### config.mk
export PLATFORM = sky130hd
export DESIGN_NAME = greedy_word_wrap_core
export DESIGN_NICKNAME = d
export VERILOG_FILES = /design/src/gww_pkg.sv /design/src/gww_cfg.sv /design/src/gww_seq.sv /design/src/gww_obuf.sv /design/src/greedy_word_wrap_core.sv
export SDC_FILE = /design/constraint.sdc
export NUM_CORES = 1
export LEC_CHECK = 0
export BUFFER_PORTS_ARGS = -buffer_cell sky130_fd_sc_hd__buf_2
export CAP_MARGIN = 20
export CORE_ASPECT_RATIO = 1.5
export CORE_MARGIN = 2
export CORE_UTILIZATION = 40
export DETAILED_ROUTE_END_ITERATION = 12
export SKIP_CTS_REPAIR_TIMING = 1
export SLEW_MARGIN = 30
export SYNTH_ARGS = -nofsm -noshare
export SYNTH_HDL_FRONTEND = slang
export SYNTH_SLANG_ARGS = --single-unit
### constraint.sdc
create_clock -name clk -period 10.5 [get_ports clk]
set_input_delay 0.525 -clock clk [delete_from_list [all_inputs] [get_ports clk]]
set_output_delay 0.525 -clock clk [all_outputs]
set_load 0.01 [all_outputs]
### src/gww_pkg.sv
package gww_pkg;

	localparam int MAX_WIDTH = 32;
	localparam int LEN_W     = $clog2(MAX_WIDTH + 1);
	localparam int ADDR_W    = $clog2(MAX_WIDTH);
	localparam int PADDR_W   = 3;
	localparam int PDATA_W   = 32;

	localparam logic [7:0] CH_SPACE   = 8'd32;
	localparam logic [7:0] CH_NEWLINE = 8'd10;

	localparam logic [5:0] LINE_WIDTH_RST = 6'd31;
	localparam logic [7:0] LINE_LIMIT_RST = 8'd80;

	localparam logic REG_LINE_WIDTH = 1'b0;
	localparam logic REG_LINE_LIMIT = 1'b1;

	typedef struct packed {
		logic [7:0] char_code;
		logic       is_end;
	} in_item_t;

	typedef struct packed {
		logic [7:0] out_char;
		logic       has_char;
		logic       line_end;
		logic [7:0] line_number;
		logic       text_end;
		logic       run_last;
	} out_item_t;

	typedef struct packed {
		logic       push;
		out_item_t  item;
	} out_push_t;

	typedef struct packed {
		logic [5:0] line_width;
		logic [7:0] line_limit;
	} cfg_t;

	typedef enum logic [5:0] {
		S_IDLE    = 6'b000001,
		S_EMIT_RD = 6'b000010,
		S_EMIT_WR = 6'b000100,
		S_MARK    = 6'b001000,
		S_MOVE_RD = 6'b010000,
		S_MOVE_WR = 6'b100000
	} state_t;

endpackage

### src/gww_cfg.sv
module gww_cfg
	import gww_pkg::*;
(
	input  logic               clk,
	input  logic               arst_n,
	input  logic               psel,
	input  logic               penable,
	input  logic               pwrite,
	input  logic [PADDR_W-1:0] paddr,
	input  logic [PDATA_W-1:0] pwdata,
	output logic [PDATA_W-1:0] prdata,
	output logic               pready,
	output cfg_t               cfg
);

	logic [5:0] line_width_q;
	logic [7:0] line_limit_q;
	logic       wr_en;

	assign pready = 1'b1;
	assign wr_en  = psel && penable && pwrite;

	always_ff @(posedge clk or negedge arst_n) begin
		if (!arst_n) begin
			line_width_q <= LINE_WIDTH_RST;
			line_limit_q <= LINE_LIMIT_RST;
		end else if (wr_en) begin
			case (paddr[2])
				REG_LINE_WIDTH: line_width_q <= pwdata[5:0];
				REG_LINE_LIMIT: line_limit_q <= pwdata[7:0];
				default:        ;
			endcase
		end
	end

	always_comb begin
		case (paddr[2])
			REG_LINE_WIDTH: prdata = PDATA_W'(line_width_q);
			REG_LINE_LIMIT: prdata = PDATA_W'(line_limit_q);
			default:        prdata = '0;
		endcase
	end

	assign cfg.line_width = line_width_q;
	assign cfg.line_limit = line_limit_q;

endmodule

### src/gww_seq.sv
module gww_seq
	import gww_pkg::*;
(
	input  logic      clk,
	input  logic      arst_n,
	input  cfg_t      cfg,
	input  logic      in_valid,
	output logic      in_ready,
	input  in_item_t  in_data,
	input  logic      slot_free,
	output out_push_t push
);

	state_t            state_q;
	logic [LEN_W-1:0]  len_q;
	logic [LEN_W-1:0]  lsp_q;
	logic              skip_q;
	logic [7:0]        lines_q;
	logic [LEN_W-1:0]  aw_q;
	logic [LEN_W-1:0]  idx_q;
	logic [LEN_W-1:0]  k_q;
	logic [LEN_W-1:0]  emit_len_q;
	logic [7:0]        ln_q;
	logic              at_end_q;
	logic              mv_q;
	logic              mark_le_q;
	logic [7:0]        c_q;
	logic [7:0]        line_buf_q [MAX_WIDTH];
	logic [7:0]        rd_data_q;

	logic              acc;
	logic [LEN_W-1:0]  wn;
	logic [LEN_W-1:0]  aw_eff;
	logic              can_emit;
	logic              is_sp;
	logic              is_nl;
	logic              ignore;
	logic              full;
	logic [LEN_W-1:0]  lsp_new;
	logic [LEN_W-1:0]  cut_pre;
	logic [LEN_W-1:0]  cut;
	logic [LEN_W-1:0]  idx_inc;
	logic              le;
	logic              mv_last;
	logic [7:0]        mv_char;
	logic              keep;
	logic [LEN_W-1:0]  k_inc;
	logic              mem_we;
	logic [ADDR_W-1:0] mem_waddr;
	logic [7:0]        mem_wdata;

	assign in_ready = (state_q == S_IDLE);
	assign acc      = in_valid && in_ready;

	always_comb begin
		if (cfg.line_width == '0)
			wn = LEN_W'(1);
		else if (int'(cfg.line_width) > MAX_WIDTH)
			wn = LEN_W'(MAX_WIDTH);
		else
			wn = LEN_W'(cfg.line_width);
	end

	assign aw_eff   = (len_q == '0) ? wn : aw_q;
	assign can_emit = lines_q < cfg.line_limit;
	assign is_sp    = in_data.char_code == CH_SPACE;
	assign is_nl    = in_data.char_code == CH_NEWLINE;
	assign ignore   = skip_q && is_sp;
	assign full     = len_q >= aw_eff;
	assign lsp_new  = is_sp ? len_q : lsp_q;
	assign cut_pre  = (lsp_new != '0) ? lsp_new : aw_eff;
	assign cut      = (cut_pre > len_q) ? len_q : cut_pre;

	assign idx_inc = idx_q + LEN_W'(1);
	assign le      = idx_inc == emit_len_q;
	assign mv_last = idx_q == len_q;
	assign mv_char = mv_last ? c_q : rd_data_q;
	assign keep    = !((k_q == '0) && (mv_char == CH_SPACE));
	assign k_inc   = k_q + LEN_W'(1);

	always_comb begin
		mem_we    = 1'b0;
		mem_waddr = len_q[ADDR_W-1:0];
		mem_wdata = in_data.char_code;
		if (state_q == S_IDLE) begin
			mem_we = acc && !in_data.is_end && !ignore && !is_nl && !full;
		end else if (state_q == S_MOVE_WR) begin
			mem_we    = keep;
			mem_waddr = k_q[ADDR_W-1:0];
			mem_wdata = mv_char;
		end
	end

	always_ff @(posedge clk) begin
		if (mem_we)
			line_buf_q[mem_waddr] <= mem_wdata;
		rd_data_q <= line_buf_q[idx_q[ADDR_W-1:0]];
	end

	always_comb begin
		push.push = 1'b0;
		push.item = '0;
		case (state_q)
			S_EMIT_WR: begin
				push.push             = slot_free;
				push.item.out_char    = rd_data_q;
				push.item.has_char    = 1'b1;
				push.item.line_end    = le;
				push.item.line_number = ln_q;
				push.item.text_end    = le && at_end_q;
				push.item.run_last    = le;
			end
			S_MARK: begin
				push.push             = slot_free;
				push.item.line_end    = mark_le_q;
				push.item.line_number = ln_q;
				push.item.text_end    = at_end_q;
				push.item.run_last    = 1'b1;
			end
			default: ;
		endcase
	end

	always_ff @(posedge clk or negedge arst_n) begin
		if (!arst_n) begin
			state_q    <= S_IDLE;
			len_q      <= '0;
			lsp_q      <= '0;
			skip_q     <= 1'b0;
			lines_q    <= '0;
			aw_q       <= LEN_W'(LINE_WIDTH_RST);
			idx_q      <= '0;
			k_q        <= '0;
			emit_len_q <= '0;
			ln_q       <= '0;
			at_end_q   <= 1'b0;
			mv_q       <= 1'b0;
			mark_le_q  <= 1'b0;
			c_q        <= '0;
		end else begin
			case (state_q)
				S_IDLE: begin
					if (acc && in_data.is_end) begin
						ln_q       <= can_emit ? lines_q : '0;
						mark_le_q  <= can_emit;
						at_end_q   <= 1'b1;
						mv_q       <= 1'b0;
						emit_len_q <= len_q;
						idx_q      <= '0;
						lines_q    <= '0;
						len_q      <= '0;
						lsp_q      <= '0;
						skip_q     <= 1'b0;
						aw_q       <= wn;
						state_q    <= (can_emit && len_q != '0) ? S_EMIT_RD : S_MARK;
					end else if (acc) begin
						aw_q <= aw_eff;
						if (!ignore) begin
							skip_q <= 1'b0;
							if (is_nl) begin
								at_end_q   <= 1'b0;
								mv_q       <= 1'b0;
								mark_le_q  <= 1'b1;
								ln_q       <= lines_q;
								emit_len_q <= len_q;
								idx_q      <= '0;
								len_q      <= '0;
								lsp_q      <= '0;
								if (can_emit) begin
									lines_q <= lines_q + 8'd1;
									state_q <= (len_q == '0) ? S_MARK : S_EMIT_RD;
								end
							end else if (full) begin
								c_q        <= in_data.char_code;
								at_end_q   <= 1'b0;
								mv_q       <= 1'b1;
								ln_q       <= lines_q;
								emit_len_q <= cut;
								lsp_q      <= '0;
								k_q        <= '0;
								if (can_emit) begin
									lines_q <= lines_q + 8'd1;
									idx_q   <= '0;
									state_q <= S_EMIT_RD;
								end else begin
									idx_q   <= cut;
									state_q <= S_MOVE_RD;
								end
							end else begin
								len_q <= len_q + LEN_W'(1);
								lsp_q <= lsp_new;
							end
						end
					end
				end
				S_EMIT_RD: state_q <= S_EMIT_WR;
				S_EMIT_WR: begin
					if (slot_free) begin
						idx_q <= idx_inc;
						if (!le)
							state_q <= S_EMIT_RD;
						else if (mv_q)
							state_q <= S_MOVE_RD;
						else
							state_q <= S_IDLE;
					end
				end
				S_MARK: begin
					if (slot_free)
						state_q <= S_IDLE;
				end
				S_MOVE_RD: state_q <= S_MOVE_WR;
				S_MOVE_WR: begin
					if (keep) begin
						k_q <= k_inc;
						if (mv_char == CH_SPACE)
							lsp_q <= k_q;
					end
					if (mv_last) begin
						len_q   <= keep ? k_inc : k_q;
						skip_q  <= !keep && (k_q == '0);
						state_q <= S_IDLE;
					end else begin
						idx_q   <= idx_inc;
						state_q <= S_MOVE_RD;
					end
				end
				default: state_q <= S_IDLE;
			endcase
		end
	end

endmodule

### src/gww_obuf.sv
module gww_obuf
	import gww_pkg::*;
(
	input  logic      clk,
	input  logic      arst_n,
	input  out_push_t push,
	output logic      slot_free,
	output logic      out_valid,
	input  logic      out_ready,
	output out_item_t out_data
);

	logic      valid_q;
	out_item_t item_q;

	assign slot_free = !valid_q || out_ready;
	assign out_valid = valid_q;
	assign out_data  = item_q;

	always_ff @(posedge clk or negedge arst_n) begin
		if (!arst_n) begin
			valid_q <= 1'b0;
		end else if (slot_free) begin
			valid_q <= push.push;
		end
	end

	always_ff @(posedge clk) begin
		if (slot_free && push.push)
			item_q <= push.item;
	end

endmodule

### src/greedy_word_wrap_core.sv
// Channel   Handshake               Payload
// input     in_valid / in_ready     in_data  (in_item_t: char_code, is_end)
// output    out_valid / out_ready   out_data (out_item_t: one character or marker)
// config    psel/penable/pwrite     paddr, pwdata, prdata; pready tied high
//
// A byte that is appended to the open line is written to the line buffer when it is accepted.
// Closing a line reads each character from the buffer, then pushes it; an empty line or marker
// is pushed alone. A cut then reads and rewrites each leftover byte and the new byte.
// in_ready is high only while the sequencer is idle; out_ready low stalls the output register
// and holds the sequencer.
// arst_n clears control state; the line buffer holds no reset value.
module greedy_word_wrap_core
	import gww_pkg::*;
(
	input  logic               clk,
	input  logic               arst_n,
	input  logic               in_valid,
	output logic               in_ready,
	input  in_item_t           in_data,
	output logic               out_valid,
	input  logic               out_ready,
	output out_item_t          out_data,
	input  logic               psel,
	input  logic               penable,
	input  logic               pwrite,
	input  logic [PADDR_W-1:0] paddr,
	input  logic [PDATA_W-1:0] pwdata,
	output logic [PDATA_W-1:0] prdata,
	output logic               pready
);

	cfg_t      cfg;
	out_push_t push;
	logic      slot_free;

	gww_cfg u_cfg (
		.clk     (clk),
		.arst_n  (arst_n),
		.psel    (psel),
		.penable (penable),
		.pwrite  (pwrite),
		.paddr   (paddr),
		.pwdata  (pwdata),
		.prdata  (prdata),
		.pready  (pready),
		.cfg     (cfg)
	);

	gww_seq u_seq (
		.clk       (clk),
		.arst_n    (arst_n),
		.cfg       (cfg),
		.in_valid  (in_valid),
		.in_ready  (in_ready),
		.in_data   (in_data),
		.slot_free (slot_free),
		.push      (push)
	);

	gww_obuf u_obuf (
		.clk       (clk),
		.arst_n    (arst_n),
		.push      (push),
		.slot_free (slot_free),
		.out_valid (out_valid),
		.out_ready (out_ready),
		.out_data  (out_data)
	);

`ifndef SYNTHESIS
	a_end_busy: assert property (@(posedge clk) disable iff (!arst_n)
		in_valid && in_ready && in_data.is_end |=> !in_ready)
		else $error("end of text transfer did not start a line close");

	a_text_end_last: assert property (@(posedge clk) disable iff (!arst_n)
		out_valid && out_data.text_end |-> out_data.run_last)
		else $error("text_end on a result that is not the last of its step");

	a_line_end_last: assert property (@(posedge clk) disable iff (!arst_n)
		out_valid && out_data.line_end |-> out_data.run_last)
		else $error("line_end on a result that is not the last of its step");
`endif

endmodule
Yosys cells after proc, flatten, opt, wreduce, memory -nomap -nowiden
Memories as Yosys holds them, arrays and structs flattened. A register that Yosys moved wholly into a read port is not among the register bits.
Cells that the tools add are included.
{"block": "word_totals", "regBits": 105, "n_memories": 1, "wordCells": 211, "in_bits": 51, "ramBits": 256, "out_inout_bits": 55}
{"block": "op_classes", "n_addsub": 4, "n_mux": 103, "magnitude_cmp": 4, "bitwise_logic": 4, "reduce_logical": 44, "n_eq_ne": 28}
{"memory": "u_seq.line_buf_q", "depth": 32, "width": 8, "read_ports": 1, "rd_ports_with_merged_regs": 1, "wr": 1, "line": "gww_seq.sv:28", "text": "logic [7:0] line_buf_q [MAX_WIDTH];"}
{"op": "2-to-1 mux 6 bit", "n": 49}
{"op": "2-to-1 mux 8 bit", "n": 15}
{"op": "one-hot mux 32 bit (2 select lines)", "n": 1}
{"op": "one-hot mux 6 bit (2 select lines)", "n": 3}
{"op": "one-hot mux 6 bit (6 select lines)", "n": 1}
{"op": "2-to-1 mux 5 bit", "n": 5}
{"op": "2-to-1 mux 1 bit", "n": 24}
{"op": "AND reduction 6 bit", "n": 4}
{"op": "one-hot mux 11 bit (2 select lines)", "n": 1}
{"op": "adder 6 x 1 -> 6 bit, second input constant", "n": 3}
{"op": "zero test 6 bit", "n": 3}
{"op": "inequality test 2 bit, second input constant", "n": 9}
{"op": "one-hot mux 6 bit (3 select lines)", "n": 1}
{"op": "equality test 8 x 6 -> 1 bit, second input constant", "n": 2}
{"op": "logical AND 1 bit", "n": 14}
{"op": "equality test 6 bit", "n": 2}
{"op": "inequality test 4 bit, second input constant", "n": 3}
{"op": "AND reduction 4 bit", "n": 3}
{"op": "nonzero test 6 bit", "n": 2}
{"op": "AND reduction 5 bit", "n": 2}
{"op": "adder 8 x 1 -> 8 bit, second input constant", "n": 1}
{"op": "equality test 8 x 4 -> 1 bit, second input constant", "n": 1}
{"op": "less-than comparator 8 bit", "n": 1}
{"op": "2-to-1 mux 4 bit", "n": 2}
{"op": "19 further kinds", "n": 35}

Longest topological paths before layout
Gate-level depths: netlist (run 1).
{"block": "logic_depth", "depth_word": 14, "depth_mapped": 16, "depth_no_buf": 13}

Cells and area by module
A second synthesis (run 1) with hierarchy kept.
{"block": "hier_totals", "cells_unflattened": 1114, "hier_area_um2": 16803.6}
{"module": "gww_seq", "instances": 1, "cells_per_inst": 1024, "area_each_um2": 15298.4}
{"module": "gww_cfg", "instances": 1, "cells_per_inst": 66, "area_each_um2": 850.8}
{"module": "gww_obuf", "instances": 1, "cells_per_inst": 24, "area_each_um2": 654.4}

Least setup slack after synthesis (run 1)
Ideal clock, no wire load.
{"block": "synth_timing", "path_kind": "register -> register", "from": "register u_seq.len_q[0]", "to": "memory u_seq.line_buf_q[11][0] (enable)", "arrival_time_ns": 3.844, "path_slack_ns": 6.273, "required_ns": 10.117, "synth_period_minus_slack_ns": 4.227, "path_stages_with_launch": 15, "cell_sequence": "dfrtp_1 clkbuf_1 inv_1 ha_1 nand3b_1 clkbuf_1 mux2i_1 ha_1 a21o_1 a21oi_1 o21ai_0 nor2_1 a22oi_1 buf_2 nor3_1"}
{"block": "synth_between", "elab_chain_cells": 9}
{"item": "from (decl)", "line": "gww_seq.sv:15", "text": "logic [LEN_W-1:0] len_q;"}
{"item": "from (signal assigned)", "line": "gww_seq.sv:190", "text": "len_q <= len_q + LEN_W'(1);"}
{"item": "from (signal assigned)", "line": "gww_seq.sv:220", "text": "len_q <= keep ? k_inc : k_q;"}
{"item": "parallel branches: the longest is 9 deep, another holds greater-or-equal comparator 6 bit"}
{"item": "to (decl)", "line": "gww_seq.sv:28"}
Several ways; the timed one is not identified.

Worst setup path in the final report (run 1)
{"block": "layout_timing", "from": "register u_seq.len_q[3]", "to": "memory u_seq.line_buf_q[14][2] (enable)"}
Same word-level chain as after synthesis.

==> out/qor.yml, run 1 <==
outcome: "finished, final reports clean"
synth.cell_area_mm2: 0.0170
critical_path_arrival_ns: 5.33
antenna_found_initial: 2
final_layout_size_suffix_gt1_share_pct: 20.5
coreArea_mm2: 0.0420
synthDistinctLibCells: 78
synth-edff-count: 276
gp_congestion: 0.836
clock-sinks: 369
drt_wl_total_um: 40300
synth_most_common_cell: "edfxtp_1"
die_w_um: 172
drv_slew: 0
wl_met2_um: 21400
fill_cells: 3772
cts_tree: "built"
min_period_ns: 5.15
drtAntennaViolNets: 0
wire_per_inst_um: 21.2
clock_latency_ns: 0.54
timing.final.crit_share_pct: 49.1
yosysWarnings: 0
ys_seq_elements: 369
num_io_pins: 106
vdd_ir_drop_max_mv: 0.117
synth_area_per_cell_um2: 13.6
cts_root_buffer: "clkbuf_16"
clk_pin_slew_ns: 0.06
grt_max_degree: 55
start_util_pct: 40.5
cellPowerDensity_mw_per_mm2: 234
clock_skew_ns: 0.0149
overflow: 0
vias: 10700
grt_first_pass_wirelength_um: 62600
die_y_um: 256
p_seq_share_pct: 41.0
synthArstFlopShare_pct: 23.0
start_kind: "flip-flop"
setup_tns_ns: 0
wl_met1_um: 14900
power.internal_uw: 3020
switching_share_pct: 33.0
min_path_type: "input port to flip-flop"
relSlewSlack_pct: 40.8
dieArea_mm2: 0.0442
top_layer: "met4"
leakage_uw: 0.00667
yosys.area_share.simple_pct: 8.84
ys.flop_type: "edfxtp_1"
yosysTopAreaCell: "edfxtp_1"
std_cell_rows: 92
synthTopCellsByArea: "edfxtp_1 49%, dfrtp_1 11%, mux2i_1 4.3%"
synth_top_family_by_area: "multiplexers"
numCtsBuffers: 37
crit_type: "flip-flop to flip-flop"
grt_usage_pct: 18.6
areaGrowthSynthToFinish_pct: 13.3
pwr-share-clk_pct: 30.1
synth_compound_area_share_pct: 10.8
timing.critical_path.buf_inv: 1
tightestPinTransition_ns: 0.887
first_iter_violations: 595
setup_violations: 0
crit_path_max_fanout: 14
drcViolationCount: 0
crit_path_end_kind: "flip-flop"
htreeDepth: 2
cpPeakStageDelay_ns: 0.70
muxShareOfSynthArea_pct: 12.0
final_nets: 1387
synthAdderAreaFrac_pct: 1.84
comb_power_share_pct: 29.0
crit_family: "simple AND/OR/NAND/NOR gates"
seq_area_frac_synth_pct: 62.3
crit_slowest_cell: "nor2_1"
synthTopCellsByCount: "276 x edfxtp_1, 73 x mux2i_1, 72 x dfrtp_1"
max-clock-path-buffers: 3
maxCapViolations: 0
yosysTopAreaCellShare_pct: 48.7
viasPerCell: 5.61
drtPass1Iterations: 5
wl_met3_um: 1580
port_buffers: 54
crit_required_ns: 10.67
grt_pass1_vias: 10900
fmax_mhz: 194
hold_slack_ns: 0.226
postSynthCellCount: 1251
finalHoldViolations: 0
rsz0062_at_grt: "no"
synth_xor_area_share_pct: 0.824
p_sw_uw: 1490
dp_hpwl_um: 27800
path_cells: "or3_1 -> nand3b_1 -> mux2i_1 -> ha_1 -> a21o_1 -> a31oi_1 -> o21ai_0 -> buf_4 -> o32ai_1 -> o211ai_1 -> nor2_1"
[worst paths after layout]
path                       slack (ns)                       to  cells past startpoint           start
min in group asynchronous        0.51    u_cfg.line_width_q[5]                      2          arst_n
min                              0.23    u_cfg.line_limit_q[7]                      2       pwdata[7]
max reg2reg                      5.35  u_seq.line_buf_q[14][2]                     11  u_seq.len_q[3]
max in group asynchronous        8.85           u_seq.idx_q[0]                      3          arst_n
min reg2reg                      0.46           u_seq.at_end_q                      2  u_seq.at_end_q
max                              5.35  u_seq.line_buf_q[14][2]                     11  u_seq.len_q[3]
[layout make-up]
type	instances	area, um2	area share [%]
Clock buffer	49	1010	5.26
Timing Repair Buffer	90	566	2.94
Antenna cell	2	5.00	0.0260
Multi-Input combinational cell	786	6030	31.3
Clock inverter	18	238	1.23
Tap cell	564	706	3.66
Inverter	27	101	0.526
Sequential cell	369	10600	55.0
[layer usage]
layer	vias up	GRT usage (%)
met1	5352	20.7
li1	4940	-
met4	0	10.9
met3	107	2.38
met2	279	33.4
met5	-	0
[kinds of logic after synthesis]
kind of cell | count (synthesis)
AOI/OAI and AO/OA | 278
xor gates and xnor gates | 16
adders and majority gates | 25
buffers and inverters | 119
DFF | 369
muxes | 156
other | 2
and+or+nand+nor | 286
[registers in the layout (all words and copies together), names as in the netlist]
| signal | count |
|---|---|
| u_seq.lsp_q | 6 |
| u_seq.at_end_q | 1 |
| u_cfg.line_limit_q | 8 |
| u_seq.emit_len_q | 6 |
| u_cfg.line_width_q | 6 |
| u_seq.lines_q | 8 |
| u_seq.ln_q | 8 |
| u_seq.mark_le_q | 1 |
| u_seq.aw_q | 6 |
| u_obuf.out_data | 20 |
| u_seq.c_q | 8 |
| u_seq.state_q | 6 |
| u_seq.k_q | 6 |
| u_seq.idx_q | 6 |
| u_seq.rd_data_q | 8 |
| u_obuf.out_valid | 1 |
| u_seq.len_q | 6 |
| u_seq.skip_q | 1 |
| u_seq.mv_q | 1 |
| u_seq.line_buf_q | 256 |
[per-stage QoR]
| stage | cells | total power (uW) | worst slack (ns) | instance area, um2 | util (%) |
|---|---|---|---|---|---|
| floorplan | 1274 | 2770 | 6.27 | 17100 | - |
| global placement | 1833 | 3150 | 5.24 | 17900 | 42.6 |
| detailed placement | 1834 | 3180 | 5.32 | 17900 | 42.7 |
| CTS | 1901 | 4540 | 5.31 | 19200 | 45.7 |
| global route | 1905 | 4760 | 4.88 | 19300 | 45.8 |
| finish | 1905 | 4510 | 5.35 | 19300 | 45.8 |
[cell usage in the layout, fill, tap and decap left out, types with 23 or more instances in the layout]
master     netlist  final
nor2_1          51     51
and2_1          24     23
conb_1           2     25
inv_1           27     27
dfrtp_1         72     71
ha_1            25     25
o21ai_0         63     55
mux2_2          50     50
mux4_2          32     32
nor3_1          35     29
buf_4           26     33
a21oi_1         57     56
edfxtp_1       276    276
clkbuf_16        0     38
nand2_1         66     66
mux2i_1         73     73
buf_2           18     53
[power by group through the flow]
stage                     registers, uW  logic [uW]  clock network [uW]
final                              1850        1310                1360
after global routing               1870        1440                1450
after CTS                          1850        1300                1390
after detailed placement           1880        1300                   0
after global placement             1870        1270                   0
after floorplan                    1800         964                   0
(Power assumes the default switching activity.)
==> run 2: changes to the inputs <==
==> constraint.sdc (replaced) <==
create_clock -name clk -period 4.6 [get_ports clk]
set_input_delay 0.23 -clock clk [delete_from_list [all_inputs] [get_ports clk]]
set_output_delay 0.23 -clock clk [all_outputs]
set_load 0.01 [all_outputs]
==> run 2 against run 1 <==
  * The flow now finishes with violations (hold timing)
  * Highest routed layer unchanged
  * Sequential cell count did not move
  * Global-route usage rose by 0.43 points
  * Combinational power rose by 140%
  * Count of clock-buffer cells in the layout fell by 6
  * Via count rose by 0.62%
  * Sequential share of layout area fell by 0.61 points
  * Non-clock buffer count rose by 43
  * Register-to-register slack got worse by 4.9 ns
==> out/qor.yml, run 2 (same netlist as run 1, synthesis figures left out) <==
outcome: "complete, but fails checks"
violations: "hold timing"
min_path_type: "input port to flip-flop"
critical_path_arrival_ns: 4.60
start_util_pct: 40.5
hold_depth: 2
grt_pass1_vias: 11100
finalHoldViolations: 1
tightestPinTransition_ns: 1.02
viasPerCell: 5.53
die_y_um: 256
min_period_ns: 4.14
comb_power_share_pct: 30.4
crit_path_max_fanout: 36
wire_per_inst_um: 21.3
num_io_pins: 106
drtAntennaViolNets: 0
crit_path_frequent_cell: "buf_4"
relSlewSlack_pct: 31.8
maxCapViolations: 0
cts_root_buffer: "clkbuf_16"
crit_type: "flip-flop to flip-flop"
coreArea_mm2: 0.0420
p_sw_uw: 3450
std_cell_rows: 92
crit_path_end_kind: "flip-flop"
multi_input_area_mm2: 0.00600
cpPeakStageDelay_ns: 0.52
crit_slowest_cell: "a21oi_1"
max-clock-path-buffers: 3
numCtsBuffers: 36
setup_tns_ns: 0
hold_slack_ns: -0.00164
crit_required_ns: 5.07
vias: 10700
clock_latency_ns: 0.55
cts_tree: "built"
hp-start: "in_data[5]"
vdd_ir_drop_max_mv: 0.257
areaGrowthSynthToFinish_pct: 14.5
clock-sinks: 369
fmax_mhz: 242
cellPowerDensity_mw_per_mm2: 526
layout_common_cells: "276 x edfxtp_1, 73 x mux2i_1, 71 x dfrtp_1"
first_iter_violations: 716
reg2reg_depth: 13
drt_wl_total_um: 41500
top_register: "u_seq.line_buf_q"
grt_max_degree: 72
antenna_found_initial: 1
switching_share_pct: 33.6
die_w_um: 172
rr_endpoint: "u_seq.ln_q[2]"
clk_pin_slew_ns: 0.06
final_layout_size_suffix_gt1_share_pct: 21.4
dp_hpwl_um: 29300
final_nets: 1429
p_seq_share_pct: 40.9
seq_area_mm2: 0.0106
dieArea_mm2: 0.0442
path_cells: "or3_1 -> nand3b_1 -> buf_4 -> mux2i_1 -> ha_1 -> a21o_1 -> a31oi_1 -> o21ai_0 -> buf_4 -> o21ai_2 -> buf_4 -> a21oi_1 -> a22o_1"
final_common_cell: "edfxtp_1"
drcViolationCount: 0
r2r_slack_ns: 0.46
grt_first_pass_wirelength_um: 64100
port_buffers: 54
drv_slew: 0
fill_cells: 3740
timing.rr.start: "u_seq.len_q[3]"
timing.final.crit_share_pct: 89.9
grt_usage_pct: 19.0
clock_skew_ns: 0.0261
overflow: 0
leakage_uw: 0.00683
drtPass1Iterations: 5
htreeDepth: 2
rsz0062_at_grt: "no"
setup_violations: 0
gp_congestion: 0.899
largest_reg_flops: 256
power.internal_uw: 6800
pwr-share-clk_pct: 28.7
holdPathEnd: "u_seq.c_q[4]"
start_kind: "flip-flop"
[run 2: power groups by stage]
stage | Sequential (uW) | Clock (uW) | Combinational [uW]
6_report | 4180 | 2940 | 3120
3_5_place_dp | 4250 | 0 | 3080
4_1_cts | 4190 | 3010 | 3090
3_3_place_gp | 4240 | 0 | 3020
5_1_grt | 4220 | 3140 | 3420
2_1_floorplan | 4120 | 0 | 2200
[run 2: stage by stage]
step                instance area, um2  worst slack (ns)  utilization [%]  instances  power, uW
finish                           19500             0.465             46.3       1944      10200
CTS                              19300             0.290             46.0       1931      10300
detailed placement               18200             0.306             43.2       1868       7340
global placement                 18200             0.395             43.2       1868       7270
floorplan                        17100             0.373                -       1274       6320
global route                     19500             0.165             46.3       1943      10800
[run 2: worst max path at each step]
stage | startpoint | to | slack (ns) | depth (start not counted)
2_1_floorplan | u_seq.len_q[0] | u_seq.line_buf_q[11][0] | 0.37 | 14
3_3_place_gp | u_seq.len_q[3] | u_seq.line_buf_q[26][3] | 0.40 | 12
3_5_place_dp | u_seq.len_q[3] | u_seq.line_buf_q[30][3] | 0.31 | 12
4_1_cts | u_seq.len_q[3] | u_seq.line_buf_q[26][3] | 0.29 | 12
5_1_grt | u_seq.len_q[3] | u_seq.ln_q[0] | 0.16 | 13
6_report | u_seq.len_q[3] | u_seq.ln_q[2] | 0.46 | 13
[run 2: area by class of cell]
| class | count | area share, % |
|---|---|---|
| multi-input combinational | 786 | 30.8 |
| clock inverter | 20 | 1.17 |
| inverter | 27 | 0.521 |
| tap | 564 | 3.62 |
| antenna | 2 | 0.0257 |
| sequential | 369 | 54.4 |
| clock buffer | 43 | 4.76 |
| timing repair buffer | 133 | 4.65 |
[run 2: layer usage]
metal	part of all wire, %	wire (um)	GRT usage (%)
met2	55	22800	35.9
met1	37	15400	20.9
met3	3.6	1510	2.52
met4	4.3	1800	8.24
met5	0	0	0
[run 2: critical path, delay by kind of cell (launching register included)]
kind                     cells  cell delay [ns]
adder cells (fa/ha/maj)      1             0.22
flip-flops                   1             0.37
AND/OR/NAND/NOR              2             0.82
multiplexers                 1             0.35
buffers and inverters        3             0.84
AO/OA/AOI/OAI                6             1.46
==> run 3: changes to the inputs <==
--- a/config.mk
+++ b/config.mk
@@ -7,7 +7,7 @@
 export LEC_CHECK = 0
 export BUFFER_PORTS_ARGS = -buffer_cell sky130_fd_sc_hd__buf_2
 export CAP_MARGIN = 20
-export CORE_ASPECT_RATIO = 1.5
+export CORE_ASPECT_RATIO = 1.75
 export CORE_MARGIN = 2
 export CORE_UTILIZATION = 40
 export DETAILED_ROUTE_END_ITERATION = 12
==> run 3 against run 2 <==
  * Fmax is 0.87% lower
  * Total power is 1.1% higher
  * Design area is 0.15% higher
  * Sequential power hardly changed
  * Hold slack worse by 0.0095 ns
  * Global-route usage is 0.12 points lower
  * Clock power hardly changed
  * Sequential cell count stayed put
  * Largest power group unchanged
  * Register-to-register slack better by 0.095 ns
  * The run still ends with hold timing left
  * Die area hardly changed
==> out/qor.yml, run 3 (same netlist as run 1, synthesis figures left out) <==
outcome: "complete, but fails checks"
violations: "hold timing"
grt_max_degree: 62
antenna_found_initial: 1
crit_path_max_fanout: 9
crit_path_end_kind: "flip-flop"
num_io_pins: 106
cellPowerDensity_mw_per_mm2: 531
setup_violations: 0
start_kind: "input port"
port_buffers: 54
clock_latency_ns: 0.55
coreArea_mm2: 0.0423
die_w_um: 160
post-place-ws_ns: 0.262
drtPass1Iterations: 4
use_met2_pct: 36.8
finalHoldViolations: 2
setup_tns_ns: 0
cts_root_buffer: "clkbuf_16"
min_path_type: "input port to flip-flop"
grt_use_met1_pct: 19.1
tightestPinTransition_ns: 0.948
crit_family: "compound AO/OA/AOI/OAI gates"
leakage_uw: 0.00684
dp_hpwl_um: 29800
wire_per_inst_um: 21.7
critical_path_arrival_ns: 4.60
pwr-share-clk_pct: 28.7
clock-sinks: 369
grt_first_pass_wirelength_um: 64100
htreeDepth: 2
first_iter_violations: 664
areaGrowthSynthToFinish_pct: 14.7
power.internal_uw: 6870
p_sw_uw: 3480
vias: 10700
grt_pass1_vias: 11100
drcViolationCount: 0
vdd_ir_drop_max_mv: 0.293
setup_ws_ns: 0.428
met3_usage_pct: 2.13
crit_slowest_cell: "or4b_2"
final_layout_size_suffix_gt1_share_pct: 21.7
path_cells: "dlygate4sd3_1 -> buf_2 -> or4b_2 -> or2_0 -> buf_4 -> mux2i_1 -> o221ai_1 -> ha_1 -> a21oi_1 -> a21oi_1 -> o21ai_1 -> nand2_1 -> o311ai_0 -> o21ai_1"
start_util_pct: 40.2
numCtsBuffers: 36
die_y_um: 277
p_seq_share_pct: 40.5
drt_wl_total_um: 42100
final_nets: 1429
place_inst: 1864
rsz0062_at_grt: "no"
fill_cells: 3735
largest_reg_flops: 256
dpl_cell_area_mm2: 0.0182
clk_pin_slew_ns: 0.06
drv_slew: 0
fmax_mhz: 240
dieArea_mm2: 0.0442
crit_type: "input port to flip-flop"
viasPerCell: 5.53
cts_tree: "built"
postLayoutCellArea_mm2: 0.0195
maxCapViolations: 0
finalNonFillerCells: 1943
drtAntennaViolNets: 0
timing.critical_path.buf_inv: 3
max-clock-path-buffers: 3
overflow: 0
cpPeakStageDelay_ns: 0.71
min_period_ns: 4.17
grt_usage_pct: 18.9
clock_skew_ns: 0.0411
top_register: "u_seq.line_buf_q"
hold_slack_ns: -0.0111
grt_busiest_layer: "met2"
std_cell_rows: 100
layout_common_cells: "276 x edfxtp_1, 73 x mux2i_1, 71 x dfrtp_1"
gp_congestion: 0.898
crit_required_ns: 5.02
comb_power_share_pct: 30.8
final_common_cell: "edfxtp_1"
switching_share_pct: 33.6
timing.final.crit_share_pct: 90.7
relSlewSlack_pct: 36.5
## run 3: routing by layer
metal	share of wire, %	wire length, um
met3	2.9	1230
met2	56	23500
met4	5.9	2490
met5	0	0
met1	35	14900
## run 3: cell type report
type,instances,area (um2),area share [%]
flip-flops and latches,369,10600,54.3
multi-input cells,786,6010,30.8
clock buffers,49,1000,5.14
repair buffers,133,908,4.66
well taps,561,702,3.60
clock inverters,17,181,0.930
inverters,27,101,0.520
diodes,1,2.50,0.0128
## run 3: worst paths after layout
path                                startpoint                      end  slack (ns)  depth (start not counted)
hold reg to reg            u_seq.emit_len_q[0]      u_seq.emit_len_q[0]        0.50                          2
hold / removal                      in_data[7]             u_seq.c_q[6]       -0.01                          2
setup / recovery                    in_data[3]           u_seq.idx_q[0]        0.43                         14
min in group asynchronous               arst_n            u_seq.aw_q[5]        0.34                          2
max in group asynchronous               arst_n            u_seq.aw_q[2]        3.35                          3
setup reg to reg                u_seq.len_q[3]  u_seq.line_buf_q[28][4]        0.56                         13
## run 3: power groups by stage
stage               Clock (uW)  Combinational (uW)  Sequential (uW)
global placement             0                3100             4250
finish                    2970                3190             4190
floorplan                    0                2200             4120
global route              3170                3460             4230
CTS                       3050                3160             4190
detailed placement           0                3160             4260
## run 3: stage by stage
stage,total power [uW],util (%),hold WS [ns]
floorplan,6320,-,-0.0656
global placement,7350,42.9,0.391
detailed placement,7410,43.0,0.401
CTS,10400,45.8,-0.192
global route,10900,46.1,0.000852
finish,10300,46.1,-0.0111
